==> src/hdl/pcvf_ram.sv <==
// Generic single-write, single-read synchronous RAM with registered read data.
// No package dependency; sized by WIDTH and DEPTH.
module pcvf_ram #(
  parameter int WIDTH = 16,
  parameter int DEPTH = 64,
  localparam int AW = (DEPTH > 1) ? $clog2(DEPTH) : 1
) (
  input  logic             clk,
  input  logic             we,
  input  logic [AW-1:0]    waddr,
  input  logic [WIDTH-1:0] wdata,
  input  logic             re,
  input  logic [AW-1:0]    raddr,
  output logic [WIDTH-1:0] rdata
);

  logic [WIDTH-1:0] mem [DEPTH];

  always_ff @(posedge clk) begin
    if (we) begin
      mem[waddr] <= wdata;
    end
    if (re) begin
      rdata <= mem[raddr];
    end
  end

endmodule

==> config.mk <==
export PLATFORM = sky130hd
export DESIGN_NAME = pcvf_ram
export DESIGN_NICKNAME = d
export VERILOG_FILES = /design/src/hdl/pcvf_ram.sv
export SDC_FILE = /design/constraint.sdc
export NUM_CORES = 1
export LEC_CHECK = 0
export ABC_AREA = 0
export BUFFER_PORTS_ARGS = -buffer_cell sky130_fd_sc_hd__buf_4
export CELL_PAD_IN_SITES_DETAIL_PLACEMENT = 0
export CELL_PAD_IN_SITES_GLOBAL_PLACEMENT = 1
export CORE_MARGIN = 8
export CORE_UTILIZATION = 56
export DETAILED_ROUTE_END_ITERATION = 6
export PLACE_DENSITY_LB_ADDON = 0.1
export SLEW_MARGIN = 5
export SYNTH_ARGS = -nofsm -noshare
export SYNTH_HDL_FRONTEND = slang
export SYNTH_SLANG_ARGS = --single-unit
export TNS_END_PERCENT = 20
==> constraint.sdc <==
create_clock -name clk -period 4.1 [get_ports clk]
set_input_delay 1.23 -clock clk [delete_from_list [all_inputs] [get_ports clk]]
set_output_delay 1.23 -clock clk [all_outputs]
set_load 0.03 [all_outputs]
==> impl_metrics.py, run 1 <==
metrics = {
    "final_layout": {
        "area_growth_pct": 13.3,
        "mostFrequentLayoutCell": "edfxtp_1",
        "drive_above_1_share_pct": 28.1,
        "fill_cells": 4846,
        "final_cell_mix": "edfxtp_1, mux4_2, buf_4",
        "design_area_sq_um": 45600,
        "seqCellArea_sq_um": 31200,
        "fin_nets": 2046,
        "multi_input_area_sq_um": 8250,
    },
    "clocking": {
        "cts-resized-gates": 0,
        "hold_buffers": 0,
        "cts-root-buf": "clkbuf_16",
        "cts.sinks": 1040,
        "cts_tree": "yes",
        "htree_levels": 3,
        "clk_pin_slew_ns": 0.06,
        "post-cts-setup-buffer-count": 0,
        "clock_path_buffers": 3,
        "numCtsBuffers": 103,
        "clock_latency_ns": 0.66,
    },
    "pwr": {
        "p_switching_uw": 4650,
        "static-leakage-power_uw": 0.0146,
        "combPwrFrac_pct": 5.2,
        "p_int_uw": 17600,
        "p_sw_share_pct": 21.0,
        "p_seq_share_pct": 53.3,
        "cellPowerDensity_nw_per_um2": 487,
        "vdd_drop_max_v": 0.000432,
        "power_frac_clock_pct": 41.5,
    },
    "detailed_routing": {
        "num_vias": 19400,
        "dr.pass1.iters": 5,
        "antenna_left": 0,
        "drc": 0,
        "post_drt_wl_per_cell_um": 31.9,
        "drt-total-wl_mm": 97.2,
        "drt_iter0_drc": 2104,
        "avgViaCountPerCell": 6.36,
    },
    "synthesis": {
        "ys_warn_count": 0,
        "synthesis.area_sq_um": 40200,
        "syn_area_per_cell_sq_um": 22.0,
        "synth_cell_types": 42,
        "synthCells": 1829,
        "seq_area_frac_synth_pct": 77.7,
        "yosys_register_bits": 1040,
        "synth_nets": 1860,
    },
    "sta": {
        "fin_tns_setup_ns": 0,
        "slew_violations": 0,
        "finalHoldViolCount": 0,
        "max_clock_freq_ghz": 0.291,
        "skew_ns": 0.0260,
        "rsz0062_at_grt": "no",
        "tightest_slew_ns": 1.09,
        "setup_violations": 0,
        "maxSlewHeadroom_pct": 27.4,
        "period_share_pct": 83.7,
        "fin_crit_ns": 3.43,
    },
    "setup_path": {
        "rrSetupSlack_ns": 1.67,
        "regToRegStartpoint": "mem[63][4]$_DFFE_PP_",
        "path_class": "input port to register",
        "ff2ff_path_depth": 4,
        "critPathLaunchType": "input port",
        "r2r-end": "rdata[4]$_DFFE_PP_",
        "crit_path_start": "raddr[1]",
        "critPathArrivalTime_ns": 3.83,
        "required_ns": 4.50,
        "cp-endpoint": "rdata[2]$_DFFE_PP_",
        "critPathMaxFanout": 51,
        "cp-end-kind": "register",
    },
    "floorplanning": {
        "initial_core_util_pct": 56.4,
        "dieArea_sq_um": 80600,
        "fp.dieW_um": 284,
        "core-area_sq_um": 71200,
        "row_count": 98,
        "die_h_um": 284,
        "ios": 47,
    },
    "status": {
        "status": "complete, no violations",
    },
    "placed_design": {
        "port_buffers": 46,
        "hpwl_mm": 57.5,
        "gp_congestion": 0.837,
        "dpl_cell_area_sq_um": 42300,
    },
    "global_route": {
        "grt_max_degree": 65,
        "grt_antenna_before_repair": 4,
        "grt_pass1_vias": 19500,
        "grt_pass1_wl_mm": 140,
        "grt_usage_pct": 24.0,
        "gr-total-overflow": 0,
    },
    "hold_path": {
        "worstHoldPathType": "register to register",
        "hold_depth": 4,
    },
    "job": {
        "cap_viol_max_count": 0,
    },
}
power groups by stage:
stage	logic (uW)	clock network (uW)	registers, uW
after global routing	1230	9690	11800
after floorplan	610	0	12100
after CTS	1180	9330	11800
after detailed placement	1170	0	12100
final	1160	9210	11800
after global placement	1160	0	12100
critical path, stage by stage:
cell and delay (ns):
buf_6 0.26, buf_4 0.31, nor2b_1 0.54, a22oi_1 0.23, a41oi_1 0.41, o21ai_0 0.45
and4_1 0.37
layout make-up:
type / instances / share of cell area, %
Sequential cell: 1040 / 68.5
Multi-Input combinational cell: 685 / 18.1
Clock buffer: 121 / 5.85
Timing Repair Buffer: 185 / 3.50
Tap cell: 950 / 2.61
Clock inverter: 68 / 1.37
Antenna cell: 2 / 0.0110
through the flow:
step | worst slack, ns | total power, uW | std cells | util (%) | hold WS (ns)
detailed placement | 0.00620 | 13200 | 2860 | 59.3 | 0.918
floorplan | 0.835 | 12700 | 1829 | - | 0.828
CTS | 0.706 | 22300 | 3049 | 63.9 | 0.940
global route | 0.673 | 22800 | 3049 | 63.9 | 0.967
global placement | 0.00727 | 13200 | 2860 | 59.3 | 0.918
finish | 0.669 | 22200 | 3051 | 64.0 | 0.942
metal layers:
| metal | GRT usage [%] | up-vias | wire length, um |
|---|---|---|---|
| met5 | 0 | - | 0 |
| met4 | 6.35 | 0 | 2450 |
| met3 | 4.86 | 141 | 8040 |
| met2 | 37.9 | 818 | 46600 |
| met1 | 34.5 | 10400 | 40100 |
| li1 | - | 8071 | - |
worst min path at each step:
stage	slack, ns	startpoint	to
2_1_floorplan	0.83	mem[62][10]$_DFFE_PP_	rdata[10]$_DFFE_PP_
3_3_place_gp	0.92	mem[2][5]$_DFFE_PP_	rdata[5]$_DFFE_PP_
3_5_place_dp	0.92	mem[11][5]$_DFFE_PP_	rdata[5]$_DFFE_PP_
4_1_cts	0.94	mem[3][10]$_DFFE_PP_	rdata[10]$_DFFE_PP_
5_1_grt	0.97	mem[3][10]$_DFFE_PP_	rdata[10]$_DFFE_PP_
6_report	0.94	mem[3][10]$_DFFE_PP_	rdata[10]$_DFFE_PP_
sequential cells by signal (all words and copies together) (netlist names):
register and flops:
mem 1024, rdata 16
cell families (layout without fill, tap and decap cells):
group | after synthesis | in the layout | synth area share (%)
AO/OA/AOI/OAI | 129 | 129 | 2.40
buffers and inverters | 104 | 374 | 1.82
flip-flops | 1040 | 1040 | 77.7
multiplexers | 336 | 336 | 15.5
other | 0 | 2 | 0
AND/OR/NAND/NOR | 220 | 220 | 2.64
synthesized netlist by cell type, drive strengths merged:
library cell     n  area, sq um
nor2            74          283
and2             2         12.5
a41oi            5         43.8
a211oi           8         60.1
o21ai            8         40.0
or3b             1         8.76
nand3           24          120
mux2            27          304
nand2           60          233
nand2b           3         18.8
nand4b           1         8.76
and4             5         43.8
nor2b           30          188
a22oi           39          293
nor4             3         37.5
buf             77          626
edfxtp        1040        31200
nand3b           2         15.0
a311oi           8         70.1
a22o             6         52.6
mux4           224         5060
clkbuf          27          108
a221o            6         60.1
nor3             2         10.0
or3              1         6.26
a211o            8         70.1
nand4           12         75.1
a21oi           17         85.1
a31oi            8         50.1
a221oi          16          140
mux2i           85          851
Note: power is estimated with default switching activity, not from simulation.
==> run 2: changes to the inputs <==
- ABC_AREA: 0 -> 1
- CORE_UTILIZATION: 56 -> 47
- clock period: 4.1 -> 2.88 ns (I/O delays scaled with it)
==> impl_metrics.py, run 2 <==
metrics = {
    "pwr": {
        "power_frac_clock_pct": 41.9,
        "static-leakage-power_uw": 0.0173,
        "combPwrFrac_pct": 6.5,
        "vdd_drop_max_v": 0.000707,
        "p_int_uw": 25400,
        "p_seq_share_pct": 51.6,
        "cellPowerDensity_nw_per_um2": 682,
        "p_switching_uw": 7270,
        "p_sw_share_pct": 22.2,
    },
    "floorplanning": {
        "core-area_sq_um": 89600,
        "die_h_um": 316,
        "fp.dieW_um": 316,
        "row_count": 110,
        "dieArea_sq_um": 99800,
        "initial_core_util_pct": 47.2,
        "ios": 47,
    },
    "clocking": {
        "cts-resized-gates": 0,
        "cts.sinks": 1040,
        "post-cts-setup-buffer-count": 0,
        "hold_buffers": 0,
        "cts-root-buf": "clkbuf_16",
        "numCtsBuffers": 108,
        "htree_levels": 3,
        "clk_pin_slew_ns": 0.06,
        "cts_tree": "yes",
        "clock_path_buffers": 3,
        "clock_latency_ns": 0.67,
    },
    "final_layout": {
        "diodes": 0,
        "mostFrequentLayoutCell": "nand2_1",
        "top_regs": "mem x1024, rdata x16",
        "final_cells": 4873,
        "design_area_sq_um": 47900,
        "area_growth_pct": 13.5,
        "regMostFlops": "mem",
        "drive_above_1_share_pct": 9.95,
        "largest_reg_flops": 1024,
        "final_cell_mix": "nand2_1, edfxtp_1, nand3_1",
        "fin_nets": 3642,
    },
    "detailed_routing": {
        "post_drt_wl_per_cell_um": 24.1,
        "avgViaCountPerCell": 5.60,
        "drt-total-wl_mm": 118,
        "drc": 0,
        "num_vias": 27300,
        "drt_iter0_drc": 2435,
        "dr.pass1.iters": 5,
        "antenna_left": 0,
    },
    "synthesis": {
        "synthCells": 3517,
        "synth_top_area_share_pct": 73.9,
        "synth_nets": 3548,
        "ys.flop_type": "edfxtp_1",
        "synthesis.area_sq_um": 42300,
        "synth_cell_types": 15,
        "ys_warn_count": 0,
        "synth_area_leaders": "edfxtp_1, nand2_1, nand3_1",
        "synth_most_common_cell": "nand2_1",
        "synth_edf_count": 1040,
        "yosys_register_bits": 1040,
        "yosysTopAreaCell": "edfxtp_1",
        "synth_commonest_cells": "nand2_1, edfxtp_1, nand3_1",
        "async_flop_share_pct": 0,
        "seq_area_frac_synth_pct": 73.9,
        "syn_area_per_cell_sq_um": 12.0,
    },
    "sta": {
        "max_clock_freq_ghz": 0.428,
        "maxSlewHeadroom_pct": 40.7,
        "skew_ns": 0.0306,
        "holdWs_ns": 0.630,
        "fin_crit_ns": 2.34,
        "setup_violations": 0,
        "tightest_slew_ns": 0.890,
        "slew_violations": 0,
        "period_share_pct": 81.1,
        "fin_tns_setup_ns": 0,
        "rsz0062_at_grt": "no",
        "finalHoldViolCount": 0,
    },
    "placed_design": {
        "dpl_cell_area_sq_um": 44500,
        "port_buffers": 46,
        "hpwl_mm": 67.2,
        "dp.cells": 4677,
        "gp_congestion": 0.816,
    },
    "setup_path": {
        "cp-end-kind": "primary output",
        "critPathMaxFanout": 1,
        "crit_slowest_cell": "edfxtp_1",
        "cpPeakStageDelay_ns": 0.58,
        "path_buf_inv": 1,
        "path_class": "register to primary output",
        "critPathArrivalTime_ns": 1.47,
        "required_ns": 2.02,
        "path_cells": "buf_4",
        "critPathLaunchType": "register",
        "cp_top_family": "flip-flops",
    },
    "global_route": {
        "grt_usage_pct": 23.4,
        "grt_pass1_wl_mm": 174,
        "grt_max_degree": 96,
        "grt_pass1_vias": 26800,
        "grt_antenna_before_repair": 2,
        "gr-total-overflow": 0,
    },
    "status": {
        "status": "complete, no violations",
    },
    "hold_path": {
        "worstHoldPathType": "input port to register",
    },
    "job": {
        "cap_viol_max_count": 0,
    },
}
[run 2: cell types whose count changed after synthesis, moves of 32 or more]
| cell | before | now |
|---|---|---|
| a22oi_1 | 39 | 0 |
| buf_2 | 36 | 113 |
| buf_6 | 17 | 49 |
| mux2i_1 | 85 | 0 |
| mux4_2 | 220 | 0 |
| nand2_1 | 59 | 1296 |
| nand3_1 | 24 | 871 |
[run 2: worst reg2reg max path: cells and delay by family (launching register included)]
kind	cells	cell delay (ns)
DFF	1	0.36
and+or+nand+nor	8	1.13
[run 2: cells by family after synthesis]
family                 Yosys count  synth area share [%]
AND/OR/NAND/NOR               2240                  22.6
flip-flops                    1040                  73.9
buffers and inverters          237                  3.52
[run 2: cell type report]
cell class / count / area (sq um)
flip-flops and latches: 1040 / 31200
multi-input cells: 2240 / 9590
well taps: 1176 / 1470
inverters: 12 / 71.3
fillers: 7646 / 41700
repair buffers: 209 / 2130
clock inverters: 69 / 654
clock buffers: 127 / 2800
[run 2: layer usage]
layer  global-route usage, %  vias up  part of all wire [%]
li1                        -    12600                     -
met1                    31.8    13600                    43
met2                    38.1      876                    47
met3                    5.02      164                   7.7
met4                    7.08        4                   2.8
met5                       0        -                 0.020
[run 2: path summary, 6_finish.rpt]
| path | start | endpoint | slack (ns) | cells past startpoint |
|---|---|---|---|---|
| setup / recovery | rdata[1]$_DFFE_PP_ | rdata[1] | 0.54 | 1 |
| hold / removal | wdata[15] | mem[1][15]$_DFFE_PP_ | 0.63 | 1 |
| setup reg to reg | mem[51][15]$_DFFE_PP_ | rdata[15]$_DFFE_PP_ | 1.15 | 8 |
| hold reg to reg | mem[40][1]$_DFFE_PP_ | rdata[1]$_DFFE_PP_ | 0.87 | 8 |
[run 2: power by group through the flow]
stage / sequential (uW) / combinational, uW / clock, uW
after floorplan: 17200 / 1120 / 0
after global placement: 17200 / 2130 / 0
after detailed placement: 17200 / 2150 / 0
after CTS: 16800 / 2150 / 13900
after global routing: 16800 / 2330 / 14500
final: 16800 / 2140 / 13700
[run 2: through the flow]
stage | setup slack, ns | util, % | power [uW]
floorplan | -0.538 | - | 18300
global placement | -0.0821 | 49.7 | 19300
detailed placement | -0.109 | 49.7 | 19300
CTS | 0.491 | 53.5 | 32900
global route | 0.458 | 53.5 | 33700
finish | 0.543 | 53.5 | 32700
